### src/rtl/batch_frame_decoder_macros.svh
// assertion macros of the batch frame decoder rtl
`ifndef BATCH_FRAME_DECODER_MACROS_SVH
`define BATCH_FRAME_DECODER_MACROS_SVH
`ifndef SYNTH
// clocked check, off while reset is held
`define BFD_ASSERT(lbl, clk, rst_n, prop, msg) \
  lbl: assert property (@(posedge clk) disable iff (!rst_n) prop) else $error(msg);
// clocked check that also runs through reset
`define BFD_ASSERT_NR(lbl, clk, prop, msg) \
  lbl: assert property (@(posedge clk) prop) else $error(msg);
`else
`define BFD_ASSERT(lbl, clk, rst_n, prop, msg)
`define BFD_ASSERT_NR(lbl, clk, prop, msg)
`endif
`endif

### src/rtl/bfd_pkg.sv
// types, constants and helper functions of the batch frame decoder
`default_nettype none
package bfd_pkg;

  // frame limits
  localparam int unsigned MAX_RECORDS     = 8;
  localparam int unsigned MAX_FRAME_BYTES = 252;

  // fnv-1a 32
  localparam logic [31:0] FNV_INIT  = 32'h811C_9DC5;
  localparam int unsigned HASH_LAG  = 4;

  // magic and frame type bytes
  localparam logic [7:0] MAGIC_0    = 8'h57;
  localparam logic [7:0] MAGIC_1    = 8'h42;
  localparam logic [7:0] MAGIC_2    = 8'h4C;
  localparam logic [7:0] MAGIC_3    = 8'h52;
  localparam logic [7:0] BATCH_TYPE = 8'h01;

  // header layout
  localparam int unsigned OFF_VERSION   = 4;
  localparam int unsigned OFF_TYPE      = 5;
  localparam int unsigned OFF_NODE      = 6;
  localparam int unsigned OFF_BOOT      = 10;
  localparam int unsigned OFF_SEQ       = 14;
  localparam int unsigned OFF_BASE      = 18;
  localparam int unsigned OFF_COUNT     = 22;
  localparam int unsigned OFF_FLAGS     = 23;
  localparam int unsigned HDR_BYTES     = 24;
  localparam int unsigned FIXED_BYTES   = 28;
  localparam int unsigned MIN_FRAME     = 44;
  localparam int unsigned MAGIC_MIN_LEN = 10;
  localparam int unsigned CHANNEL_LIMIT = 48;

  localparam logic [8:0] OFFSET_SAT = 9'd511;
  localparam int unsigned CFG_IDX_W = 2;

  typedef enum logic [CFG_IDX_W-1:0] {
    CFG_AIR_VERSION,
    CFG_MAX_TYPE,
    CFG_MAX_QUALITY
  } cfg_idx_t;

  typedef enum logic [3:0] {
    ST_OK,
    ST_MAGIC,
    ST_SHORT,
    ST_LONG,
    ST_CHECKSUM,
    ST_COUNT,
    ST_LENGTH,
    ST_CHANNEL,
    ST_TYPE,
    ST_QUALITY
  } status_t;

  typedef struct packed {
    logic [7:0] air_version;
    logic [7:0] max_record_type;
    logic [7:0] max_time_quality;
  } cfg_t;

  typedef struct packed {
    logic step;     // a byte is consumed this cycle
    logic hash_on;  // the byte leaving the lag line is hashed
    logic clear;    // frame end, restart the hash
  } hash_ctl_t;

  typedef struct packed {
    logic        valid;
    logic        kind;
    status_t     status;
    logic [31:0] uid;
    logic [7:0]  channel;
    logic [7:0]  record_type;
    logic [31:0] timestamp;
    logic [7:0]  item_flags;
    logic [7:0]  time_quality;
    logic [31:0] value_bits;
    logic [31:0] boot_id;
    logic [31:0] sequence_res;
    logic [7:0]  record_count;
  } result_t;

  // multiply by the fnv prime 0x01000193 as a shift-add tree
  function automatic logic [31:0] fnv_mul(input logic [31:0] x);
    fnv_mul = (x << 24) + (x << 8) + (x << 7) + (x << 4) + (x << 1) + x;
  endfunction

endpackage
`default_nettype wire

### src/rtl/bfd_ifs.sv
// valid/ready channel interfaces for frame bytes and decoded results
`default_nettype none
interface bfd_in_if;
  logic       valid;
  logic       ready;
  logic [7:0] frame_byte;
  logic       frame_end;

  modport source (output valid, output frame_byte, output frame_end, input ready);
  modport sink   (input valid, input frame_byte, input frame_end, output ready);
endinterface

interface bfd_out_if;
  logic        valid;
  logic        ready;
  logic        result_kind;
  logic [3:0]  status;
  logic [31:0] uid;
  logic [7:0]  channel;
  logic [7:0]  record_type;
  logic [31:0] timestamp;
  logic [7:0]  item_flags;
  logic [7:0]  time_quality;
  logic [31:0] value_bits;
  logic [31:0] boot_id;
  logic [31:0] sequence_res;
  logic [7:0]  record_count;

  modport source (
    output valid, output result_kind, output status, output uid, output channel,
    output record_type, output timestamp, output item_flags, output time_quality,
    output value_bits, output boot_id, output sequence_res, output record_count,
    input ready
  );
  modport sink (
    input valid, input result_kind, input status, input uid, input channel,
    input record_type, input timestamp, input item_flags, input time_quality,
    input value_bits, input boot_id, input sequence_res, input record_count,
    output ready
  );
endinterface
`default_nettype wire

### src/rtl/bfd_hash.sv
// four-byte lag line and fnv-1a 32 running hash with trailer compare
`default_nettype none
module bfd_hash import bfd_pkg::*; (
  input  logic       clk,
  input  logic       rst_n,
  input  hash_ctl_t  ctl,
  input  logic [7:0] byte_i,
  output logic       sum_ok
);

  logic [7:0]  lag_r [0:3];
  logic [31:0] hash_r;
  logic [31:0] hash_nxt;

  always_comb begin
    hash_nxt = hash_r;
    if (ctl.hash_on) begin
      hash_nxt = fnv_mul(hash_r ^ {24'd0, lag_r[0]});
    end
  end

  // trailer as it stands after this byte enters the lag line
  assign sum_ok = ({byte_i, lag_r[3], lag_r[2], lag_r[1]} == hash_nxt);

  always_ff @(posedge clk) begin
    if (!rst_n) begin
      hash_r <= FNV_INIT;
      for (int i = 0; i < 4; i++) lag_r[i] <= 8'd0;
    end else if (ctl.step) begin
      if (ctl.clear) begin
        hash_r <= FNV_INIT;
        for (int i = 0; i < 4; i++) lag_r[i] <= 8'd0;
      end else begin
        hash_r   <= hash_nxt;
        lag_r[0] <= lag_r[1];
        lag_r[1] <= lag_r[2];
        lag_r[2] <= lag_r[3];
        lag_r[3] <= byte_i;
      end
    end
  end

endmodule
`default_nettype wire

### src/rtl/bfd_parse.sv
// header capture, record assembly, record checks and frame status
`default_nettype none
module bfd_parse import bfd_pkg::*; (
  input  logic       clk,
  input  logic       rst_n,
  input  logic       step,
  input  logic [7:0] byte_i,
  input  logic       last_i,
  input  cfg_t       cfg,
  input  logic       sum_ok,
  output hash_ctl_t  hctl,
  output result_t    res
);

  logic [8:0]  pos_r, pos_nxt;
  logic        hdr_ok_r, hdr_ok_nxt;
  logic [31:0] node_r, node_nxt;
  logic [31:0] boot_r, boot_nxt;
  logic [31:0] seq_r, seq_nxt;
  logic [31:0] base_r, base_nxt;
  logic [7:0]  count_r, count_nxt;
  logic [7:0]  bflags_r, bflags_nxt;
  status_t     err_r, err_nxt;
  logic [7:0]  rec_r [0:14];

  logic        placed;
  logic [9:0]  len;
  logic [3:0]  k;
  logic        in_rec;
  logic        rec_done;
  status_t     rec_chk;
  status_t     frame_st;
  logic [12:0] need_len;

  assign placed   = (pos_r != OFFSET_SAT);
  assign len      = {1'b0, pos_r} + 10'd1;
  assign k        = pos_r[3:0] + 4'd8;
  assign in_rec   = placed && (pos_r >= 9'(HDR_BYTES));
  assign rec_done = in_rec && (k == 4'hF);
  assign need_len = 13'(FIXED_BYTES) + {1'b0, count_nxt, 4'b0000};

  assign hctl.step    = step;
  assign hctl.hash_on = (pos_r >= 9'(HASH_LAG));
  assign hctl.clear   = last_i;

  // header fields and magic, version and frame type checks
  always_comb begin
    pos_nxt    = pos_r;
    hdr_ok_nxt = hdr_ok_r;
    node_nxt   = node_r;
    boot_nxt   = boot_r;
    seq_nxt    = seq_r;
    base_nxt   = base_r;
    count_nxt  = count_r;
    bflags_nxt = bflags_r;
    if (placed) begin
      pos_nxt = pos_r + 9'd1;
      case (pos_r)
        9'd0: if (byte_i != MAGIC_0) hdr_ok_nxt = 1'b0;
        9'd1: if (byte_i != MAGIC_1) hdr_ok_nxt = 1'b0;
        9'd2: if (byte_i != MAGIC_2) hdr_ok_nxt = 1'b0;
        9'd3: if (byte_i != MAGIC_3) hdr_ok_nxt = 1'b0;
        9'(OFF_VERSION): if (byte_i != cfg.air_version) hdr_ok_nxt = 1'b0;
        9'(OFF_TYPE): if (byte_i != BATCH_TYPE) hdr_ok_nxt = 1'b0;
        default: ;
      endcase
      if (pos_r >= 9'(OFF_NODE) && pos_r < 9'(OFF_BOOT)) begin
        node_nxt = {byte_i, node_r[31:8]};
      end else if (pos_r >= 9'(OFF_BOOT) && pos_r < 9'(OFF_SEQ)) begin
        boot_nxt = {byte_i, boot_r[31:8]};
      end else if (pos_r >= 9'(OFF_SEQ) && pos_r < 9'(OFF_BASE)) begin
        seq_nxt = {byte_i, seq_r[31:8]};
      end else if (pos_r >= 9'(OFF_BASE) && pos_r < 9'(OFF_COUNT)) begin
        base_nxt = {byte_i, base_r[31:8]};
      end else if (pos_r == 9'(OFF_COUNT)) begin
        count_nxt = byte_i;
      end else if (pos_r == 9'(OFF_FLAGS)) begin
        bflags_nxt = byte_i;
      end
    end
  end

  // record checks, first failure wins
  always_comb begin
    if (rec_r[4] >= 8'(CHANNEL_LIMIT)) begin
      rec_chk = ST_CHANNEL;
    end else if (rec_r[5] > cfg.max_record_type) begin
      rec_chk = ST_TYPE;
    end else if (rec_r[11] > cfg.max_time_quality) begin
      rec_chk = ST_QUALITY;
    end else begin
      rec_chk = ST_OK;
    end
    err_nxt = err_r;
    if (rec_done && err_r == ST_OK) err_nxt = rec_chk;
  end

  // frame status in check order
  always_comb begin
    if (len < 10'(MAGIC_MIN_LEN) || !hdr_ok_nxt) begin
      frame_st = ST_MAGIC;
    end else if (len < 10'(MIN_FRAME)) begin
      frame_st = ST_SHORT;
    end else if (len > 10'(MAX_FRAME_BYTES)) begin
      frame_st = ST_LONG;
    end else if (!sum_ok) begin
      frame_st = ST_CHECKSUM;
    end else if (count_nxt == 8'd0 || count_nxt > 8'(MAX_RECORDS)) begin
      frame_st = ST_COUNT;
    end else if (need_len != {3'b000, len}) begin
      frame_st = ST_LENGTH;
    end else begin
      frame_st = err_nxt;
    end
  end

  always_comb begin
    res              = '0;
    res.valid        = step && (last_i || rec_done);
    res.kind         = last_i;
    res.boot_id      = boot_nxt;
    res.sequence_res = seq_nxt;
    res.record_count = count_nxt;
    if (last_i) begin
      res.status     = frame_st;
      res.uid        = node_nxt;
      res.timestamp  = base_nxt;
      res.item_flags = bflags_nxt;
    end else begin
      res.status       = ST_OK;
      res.uid          = {rec_r[3], rec_r[2], rec_r[1], rec_r[0]};
      res.channel      = rec_r[4];
      res.record_type  = rec_r[5];
      res.timestamp    = base_r + {rec_r[9], rec_r[8], rec_r[7], rec_r[6]};
      res.item_flags   = rec_r[10];
      res.time_quality = rec_r[11];
      res.value_bits   = {byte_i, rec_r[14], rec_r[13], rec_r[12]};
    end
  end

  always_ff @(posedge clk) begin
    if (!rst_n) begin
      pos_r    <= 9'd0;
      hdr_ok_r <= 1'b1;
      node_r   <= 32'd0;
      boot_r   <= 32'd0;
      seq_r    <= 32'd0;
      base_r   <= 32'd0;
      count_r  <= 8'd0;
      bflags_r <= 8'd0;
      err_r    <= ST_OK;
    end else if (step) begin
      if (last_i) begin
        pos_r    <= 9'd0;
        hdr_ok_r <= 1'b1;
        node_r   <= 32'd0;
        boot_r   <= 32'd0;
        seq_r    <= 32'd0;
        base_r   <= 32'd0;
        count_r  <= 8'd0;
        bflags_r <= 8'd0;
        err_r    <= ST_OK;
      end else begin
        pos_r    <= pos_nxt;
        hdr_ok_r <= hdr_ok_nxt;
        node_r   <= node_nxt;
        boot_r   <= boot_nxt;
        seq_r    <= seq_nxt;
        base_r   <= base_nxt;
        count_r  <= count_nxt;
        bflags_r <= bflags_nxt;
        err_r    <= err_nxt;
      end
    end
  end

  // record byte 15 is used live, only 0..14 are stored
  always_ff @(posedge clk) begin
    if (step && in_rec && k != 4'hF) begin
      rec_r[k] <= byte_i;
    end
  end

endmodule
`default_nettype wire

### src/rtl/batch_frame_decoder.sv
// top level of the streaming sensor batch frame decoder
`default_nettype none
`include "batch_frame_decoder_macros.svh"
// Takes a radio frame one byte per transaction on in_ch, with frame_end on the
// final byte, and sustains one byte per clock while out_ch is ready. Each byte
// lands in an input register and is decoded once the result register is
// free or being drained: header capture, 16-byte record assembly, record
// checks and one fnv-1a 32 step (a shift-add multiply by the prime, then the
// trailer compare on the final byte) all sit between the input register and
// the result register, which drives out_ch. Every 16th record byte yields a
// record result (timestamp = base + delta mod 2^32) and the final byte yields
// one status result instead; records go out before the frame is checked and
// are to be dropped by the consumer on a nonzero status. A new byte is taken
// while a result waits, until the input register is also full. The three
// 8-bit registers are to be written through cfg_we/cfg_index/cfg_wdata
// between frames, which the block does not enforce; an index past the last
// register is ignored. No clearing pass after reset.
module batch_frame_decoder import bfd_pkg::*; (
  input  logic                 clk,
  input  logic                 rst_n,
  bfd_in_if.sink               in_ch,
  bfd_out_if.source            out_ch,
  input  logic                 cfg_we,
  input  logic [CFG_IDX_W-1:0] cfg_index,
  input  logic [7:0]           cfg_wdata
);

  // input register
  logic       in_valid_r;
  logic [7:0] in_byte_r;
  logic       in_end_r;

  // decode advances when the result register is free or being drained
  logic       adv;
  logic       in_take;

  logic       out_valid_r;
  result_t    res;
  result_t    res_r;

  hash_ctl_t  hctl;
  logic       sum_ok;
  cfg_t       cfg_r;

  assign adv          = in_valid_r && (!out_valid_r || out_ch.ready);
  assign in_ch.ready  = !in_valid_r || adv;
  assign in_take      = in_ch.valid && in_ch.ready;

  // configuration registers
  always_ff @(posedge clk) begin
    if (!rst_n) begin
      cfg_r.air_version      <= 8'd1;
      cfg_r.max_record_type  <= 8'd3;
      cfg_r.max_time_quality <= 8'd2;
    end else if (cfg_we) begin
      unique case (cfg_index)
        CFG_AIR_VERSION: cfg_r.air_version      <= cfg_wdata;
        CFG_MAX_TYPE:    cfg_r.max_record_type  <= cfg_wdata;
        CFG_MAX_QUALITY: cfg_r.max_time_quality <= cfg_wdata;
        default: ;
      endcase
    end
  end

  // input stage
  always_ff @(posedge clk) begin
    if (!rst_n) begin
      in_valid_r <= 1'b0;
    end else if (in_take) begin
      in_valid_r <= 1'b1;
    end else if (adv) begin
      in_valid_r <= 1'b0;
    end
  end

  always_ff @(posedge clk) begin
    if (in_take) begin
      in_byte_r <= in_ch.frame_byte;
      in_end_r  <= in_ch.frame_end;
    end
  end

  bfd_hash u_hash (
    .clk    (clk),
    .rst_n  (rst_n),
    .ctl    (hctl),
    .byte_i (in_byte_r),
    .sum_ok (sum_ok)
  );

  bfd_parse u_parse (
    .clk    (clk),
    .rst_n  (rst_n),
    .step   (adv),
    .byte_i (in_byte_r),
    .last_i (in_end_r),
    .cfg    (cfg_r),
    .sum_ok (sum_ok),
    .hctl   (hctl),
    .res    (res)
  );

  // result register
  always_ff @(posedge clk) begin
    if (!rst_n) begin
      out_valid_r <= 1'b0;
    end else if (adv) begin
      out_valid_r <= res.valid;
    end else if (out_ch.ready) begin
      out_valid_r <= 1'b0;
    end
  end

  always_ff @(posedge clk) begin
    if (adv && res.valid) begin
      res_r <= res;
    end
  end

  assign out_ch.valid        = out_valid_r;
  assign out_ch.result_kind  = res_r.kind;
  assign out_ch.status       = res_r.status;
  assign out_ch.uid          = res_r.uid;
  assign out_ch.channel      = res_r.channel;
  assign out_ch.record_type  = res_r.record_type;
  assign out_ch.timestamp    = res_r.timestamp;
  assign out_ch.item_flags   = res_r.item_flags;
  assign out_ch.time_quality = res_r.time_quality;
  assign out_ch.value_bits   = res_r.value_bits;
  assign out_ch.boot_id      = res_r.boot_id;
  assign out_ch.sequence_res = res_r.sequence_res;
  assign out_ch.record_count = res_r.record_count;

  // a result only appears after a decode step
  `BFD_ASSERT(a_rise_after_step, clk, rst_n, $rose(out_valid_r) |-> $past(adv), "result without decode step")
  // a byte waiting for decode is not lost
  `BFD_ASSERT(a_in_held, clk, rst_n, in_valid_r && !adv |=> in_valid_r, "pending byte dropped")
  // record transactions carry a zero status
  `BFD_ASSERT(a_rec_status, clk, rst_n, out_valid_r && !res_r.kind |-> res_r.status == ST_OK, "record with status")
  // frame status stays within the defined codes
  `BFD_ASSERT(a_status_code, clk, rst_n, out_valid_r && res_r.kind |-> res_r.status <= ST_QUALITY, "bad status code")
  // reset empties both stages
  `BFD_ASSERT_NR(a_reset_empty, clk, !rst_n |=> !out_valid_r && !in_valid_r, "stage valid after reset")

endmodule
`default_nettype wire

### src/flat_wrapper.sv
// flat-port wrapper written by rule: the top's interface ports become plain ports
module batch_frame_decoder_flat import bfd_pkg::*;
  (clk, rst_n, cfg_we, cfg_index, cfg_wdata, in_ch_valid, in_ch_frame_byte, in_ch_frame_end, in_ch_ready, out_ch_valid, out_ch_result_kind, out_ch_status, out_ch_uid, out_ch_channel, out_ch_record_type, out_ch_timestamp, out_ch_item_flags, out_ch_time_quality, out_ch_value_bits, out_ch_boot_id, out_ch_sequence_res, out_ch_record_count, out_ch_ready);
  bfd_in_if in_ch_i ();
  bfd_out_if out_ch_i ();
  input  logic clk;
  input  logic rst_n;
  input  logic cfg_we;
  input  logic [CFG_IDX_W-1:0] cfg_index;
  input  logic [7:0] cfg_wdata;
  input wire logic [$bits(in_ch_i.valid)-1:0] in_ch_valid;
  input wire logic [$bits(in_ch_i.frame_byte)-1:0] in_ch_frame_byte;
  input wire logic [$bits(in_ch_i.frame_end)-1:0] in_ch_frame_end;
  output wire logic [$bits(in_ch_i.ready)-1:0] in_ch_ready;
  output wire logic [$bits(out_ch_i.valid)-1:0] out_ch_valid;
  output wire logic [$bits(out_ch_i.result_kind)-1:0] out_ch_result_kind;
  output wire logic [$bits(out_ch_i.status)-1:0] out_ch_status;
  output wire logic [$bits(out_ch_i.uid)-1:0] out_ch_uid;
  output wire logic [$bits(out_ch_i.channel)-1:0] out_ch_channel;
  output wire logic [$bits(out_ch_i.record_type)-1:0] out_ch_record_type;
  output wire logic [$bits(out_ch_i.timestamp)-1:0] out_ch_timestamp;
  output wire logic [$bits(out_ch_i.item_flags)-1:0] out_ch_item_flags;
  output wire logic [$bits(out_ch_i.time_quality)-1:0] out_ch_time_quality;
  output wire logic [$bits(out_ch_i.value_bits)-1:0] out_ch_value_bits;
  output wire logic [$bits(out_ch_i.boot_id)-1:0] out_ch_boot_id;
  output wire logic [$bits(out_ch_i.sequence_res)-1:0] out_ch_sequence_res;
  output wire logic [$bits(out_ch_i.record_count)-1:0] out_ch_record_count;
  input wire logic [$bits(out_ch_i.ready)-1:0] out_ch_ready;
  assign in_ch_i.valid = in_ch_valid;
  assign in_ch_i.frame_byte = in_ch_frame_byte;
  assign in_ch_i.frame_end = in_ch_frame_end;
  assign in_ch_ready = in_ch_i.ready;
  assign out_ch_valid = out_ch_i.valid;
  assign out_ch_result_kind = out_ch_i.result_kind;
  assign out_ch_status = out_ch_i.status;
  assign out_ch_uid = out_ch_i.uid;
  assign out_ch_channel = out_ch_i.channel;
  assign out_ch_record_type = out_ch_i.record_type;
  assign out_ch_timestamp = out_ch_i.timestamp;
  assign out_ch_item_flags = out_ch_i.item_flags;
  assign out_ch_time_quality = out_ch_i.time_quality;
  assign out_ch_value_bits = out_ch_i.value_bits;
  assign out_ch_boot_id = out_ch_i.boot_id;
  assign out_ch_sequence_res = out_ch_i.sequence_res;
  assign out_ch_record_count = out_ch_i.record_count;
  assign out_ch_i.ready = out_ch_ready;
  batch_frame_decoder u_core (.clk(clk), .rst_n(rst_n), .in_ch(in_ch_i), .out_ch(out_ch_i), .cfg_we(cfg_we), .cfg_index(cfg_index), .cfg_wdata(cfg_wdata));
endmodule
### config.mk
export PLATFORM = sky130hd
export DESIGN_NAME = batch_frame_decoder_flat
export DESIGN_NICKNAME = d
export VERILOG_FILES = /design/src/rtl/bfd_pkg.sv /design/src/rtl/bfd_ifs.sv /design/src/rtl/bfd_hash.sv /design/src/rtl/bfd_parse.sv /design/src/rtl/batch_frame_decoder.sv /design/src/flat_wrapper.sv
export VERILOG_INCLUDE_DIRS = /design/src /design/src/rtl
export SDC_FILE = /design/constraint.sdc
export NUM_CORES = 1
export LEC_CHECK = 0
export BUFFER_PORTS_ARGS = -buffer_cell sky130_fd_sc_hd__buf_4
export CAP_MARGIN = 20
export CORE_MARGIN = 8
export CORE_UTILIZATION = 60
export DETAILED_ROUTE_END_ITERATION = 8
export PLACE_DENSITY_LB_ADDON = 0.25
export SKIP_LAST_GASP = 1
export SLEW_MARGIN = 20
export SYNTH_ARGS = -nofsm -noshare
export SYNTH_HDL_FRONTEND = slang
export SYNTH_SLANG_ARGS = --single-unit
### constraint.sdc
create_clock -name clk -period 29.6 [get_ports clk]
set_input_delay 1.48 -clock clk [delete_from_list [all_inputs] [get_ports clk]]
set_output_delay 1.48 -clock clk [all_outputs]
set_load 0.01 [all_outputs]
==> flow_summary_export.csv <==
group,metric,value,unit
outcome,outcome,"finished, final reports clean",
flow_run,drv.max_cap_violation_count,0,
critical_path,critical-path-top-delay-family,"compound AO/OA/AOI/OAI gates",
worst_hold_path,hold_class,"register to register",
timing,clock_skew,0.03507,ns
power,ir_drop,50.00,uV
global_route,grt_antenna_before_repair,0,
critical_path,critPathLaunchType,"register",
synth,ys_warn_count,0,
timing,maxSlewViolCount,0,
critical_path,setup.worst_path.end_class,"register",
timing,max_slew_margin,0.3071,
clock_tree,clock_tree.root_cell,"clkbuf_16",
layout,layout.filler_cells,3508,
timing,final_min_period_over_clock_period,0.2368,
layout,post_route_cells_drive_above_1_share,0.1592,
power,comb_power_share,0.125,
power,pwr-share-seq,0.469,
synth,ys_async_sr_fraction,0,
drt,dr.first_iter.drc_count,2203,
clock_tree,post_cts_setup_buffer_count,0,
global_route,grt_overflow_total,0,
layout,mostFrequentLayoutCells,"358 x edfxtp_1, 257 x buf_4, 224 x dfxtp_1",
die,fp.dieArea,57060,um^2
timing,fin_setup_tns,0,ns
clock_tree,clk-insertion-delay-late,0.64,ns
clock_tree,hold_fix_buffer_count_after_cts,0,
timing,worst_slack,22.59,ns
global_route,grt_pass1_vias,21662,
die,die_h,238.9,um
power,design_power_total,1.873,mW
timing,grt_setup_unrepaired,"false",
critical_path,crit_path_max_fanout,11,
critical_path,worst-endpoint-required,30.08,ns
layout,finish.cell_count_without_fillers,3535,
layout,regArea,15230,um^2
global_route,grt_usage,0.2814,
power,leakage_power_of_the_design,13.62,nW
synth,register_area_share_after_synthesis,0.5112,
critical_path,worstSetupPathType,"register to register",
timing,setup_viol_count_final,0,
clock_tree,cts-root-to-sink-buffers,3,
timing,final.hold.worst_slack,0.4510,ns
layout,multiInputGateArea,13450,um^2
synth,netlist_instances,2638,
global_route,grt_first_pass_wirelength,125500,um
clock_tree,postCtsResizedCells,0,
placed_design,hpwlAfterDp,57180,um
die,design.portCount,231,
clock_tree,clk_pin_slew,0.06,ns
clock_tree,cts_made_buffers,59,
layout,antenna-diode-count,0,
die,die_width,238.9,um
placed_design,post-place-ws,22.72,ns
timing,worst_slew_pin_slew,1.032,ns
synth,ys_top_cells_by_area,"edfxtp_1 36%, dfxtp_1 15%, ha_1 4.9%",
drt,drt_pass1_iterations,5,
power,p_int,1.390,mW
placed_design,gp_congestion,0.9706,
drt,number_of_vias_per_cell,6.155,
timing,timing.final.hold_violations,0,
critical_path,arrival,7.49,ns
power,power.switching_fraction,0.2578,
timing,timing.final.crit_period,7.008,ns
clock_tree,h-tree-depth,2,
drt,wl,82190,um
clock_tree,tritoncts,"built",
timing,max_freq,0.1427,GHz
drt,route.detailed.wl_per_inst,23.25,um
drt,detail_route.drc_violations,0,
synth,synth_enable_flop_cells,358,
drt,dr_total_vias,21758,
die,core-area,48950,um^2
die,placement_rows,81,
synth,syn-num-nets,2848,
power,net-switching-power,482.9,uW
clock_tree,clock_sinks,582,
critical_path,path_buf_inv,2,
placed_design,placedCellCount,3421,
synth,mappedNetlistArea,29800,um^2
synth,dominantRegCellSynth,"edfxtp_1",
synth,yosysTopAreaCellShare,0.3607,
critical_path,cpMostUsedCell,"xnor2_1",
power,power_per_cell_area,54.86,nW/um^2
layout,finalNetCount,3030,
drt,drtAntennaViolNets,0,
critical_path,worstPathCellList,"xnor2_1 -> inv_1 -> xnor2_1 -> xnor2_1 -> fa_1 -> fa_1 -> inv_1 -> ha_1 -> nand2_1 -> nor3_1 -> a21oi_1 -> o311ai_0 -> nand2_1 -> xnor3_1 -> o31ai_1 -> o2111ai_1 -> a2111o_1 -> or4b_1 -> a21oi_1",
synth,synthesis.area_per_instance,11.30,um^2
synth,yosys_register_bits,582,
layout,synthToLayoutAreaGrowth,14.56,%
placed_design,buffer_ports.inserted,230,
layout,final_common_cell,"edfxtp_1",
die,initial_utilization,0.6088,
critical_path,crit_path_max_incr_delay,0.92,ns
power,pwr-share-clk,0.406,
synth,netlist-cell-type-count,86,
global_route,grt_max_degree,208,
critical_path,worst_path_max_delay_cell,"o311ai_0",
synth,netlist.top_cell.by_area,"edfxtp_1",
-- cells in the mapped netlist, drive strengths merged (5+ instances only) --
library cell	number
and4	6
a211oi	14
buf	16
inv	170
clkbuf	123
o21a	15
nor2	161
nor3b	9
o211ai	16
mux2	71
a21boi	5
or2	6
a21o	22
a22o	141
edfxtp	358
ha	116
nand2b	28
nor4	11
a311oi	5
nand3b	10
xor2	41
nor3	40
fa	70
dfxtp	224
a31oi	14
a211o	6
o31ai	8
nor2b	104
or3	17
nand4	26
o22ai	10
and2	46
a21oi	166
xnor2	89
mux2i	105
and3	24
a22oi	12
or4	9
nand3	36
o21ai	98
nand2	117
o311ai	6
o211a	8
o21bai	7
-- worst min-delay path: stages (launching register included) --
cell and delay (ns):
dfxtp_1 0.32, nand2_1 0.04, o21ai_0 0.05
-- cell type report --
type / count / share of cell area
multi-input combinational: 1747 / 0.3939
clock buffer: 87 / 0.05046
tap: 664 / 0.02433
clock inverter: 25 / 0.008099
timing repair buffer: 260 / 0.05834
sequential: 582 / 0.4462
inverter: 170 / 0.01869
-- path summary, 6_finish.rpt --
check | slack (ns) | depth (start not counted) | from | endpoint
min reg2reg | 0.45 | 2 | u_core.u_parse.count_r[6] | u_core.u_parse.count_r[6]
min | 0.45 | 2 | u_core.u_parse.count_r[6] | u_core.u_parse.count_r[6]
max reg2reg | 22.59 | 19 | u_core.u_hash.lag_r[0][4] | u_core.out_ch.status[1]
max | 22.59 | 19 | u_core.u_hash.lag_r[0][4] | u_core.out_ch.status[1]
-- stage by stage --
| step | utilization | area, um^2 |
|---|---|---|
| 2_1_floorplan | - | 29800 |
| 3_3_place_gp | 0.6556 | 32090 |
| 3_5_place_dp | 0.6558 | 32100 |
| 4_1_cts | 0.6966 | 34100 |
| 5_1_grt | 0.6975 | 34140 |
| 6_report | 0.6975 | 34140 |
-- cell families (layout without fill, tap and decap cells) --
family | count (synthesis) | in the layout | share of synthesized area
AOI/OAI and AO/OA | 589 | 589 | 0.1349
xor gates and xnor gates | 131 | 131 | 0.03896
adders and majority gates | 186 | 186 | 0.09572
buffers and inverters | 309 | 542 | 0.03967
DFF | 582 | 582 | 0.5112
muxes | 176 | 176 | 0.06209
and+or+nand+nor | 665 | 665 | 0.1175
-- routing by layer --
metal  wire [um]  track usage
met1       33250       0.3628
met2       39730       0.4673
met3        5927      0.05371
met4        3288       0.1094
met5           0            0
-- sequential cells by signal (all words and copies together), names as in the netlist, 9 cells and up --
register,cells
u_core.out_ch.sequence_res,32
u_core.u_hash.hash_r,32
u_core.u_parse.base_r,32
out_ch_value_bits,24
u_core.u_parse.boot_r,32
u_core.out_ch.boot_id,32
u_core.u_parse.seq_r,32
u_core.u_parse.node_r,32
u_core.out_ch.uid,32
u_core.cfg_r,24
u_core.out_ch.timestamp,32
u_core.u_parse.pos_r,9
u_core.u_hash.lag_r,32
u_core.u_parse.rec_r,120
-- power groups by stage --
stage	clock network, mW	registers, mW	logic [mW]
after global placement	0	0.895	0.230
after global routing	0.800	0.878	0.256
after detailed placement	0	0.895	0.231
after floorplan	0	0.900	0.152
final	0.760	0.878	0.235
after CTS	0.769	0.878	0.233
Power figures use the tool's default switching activity.
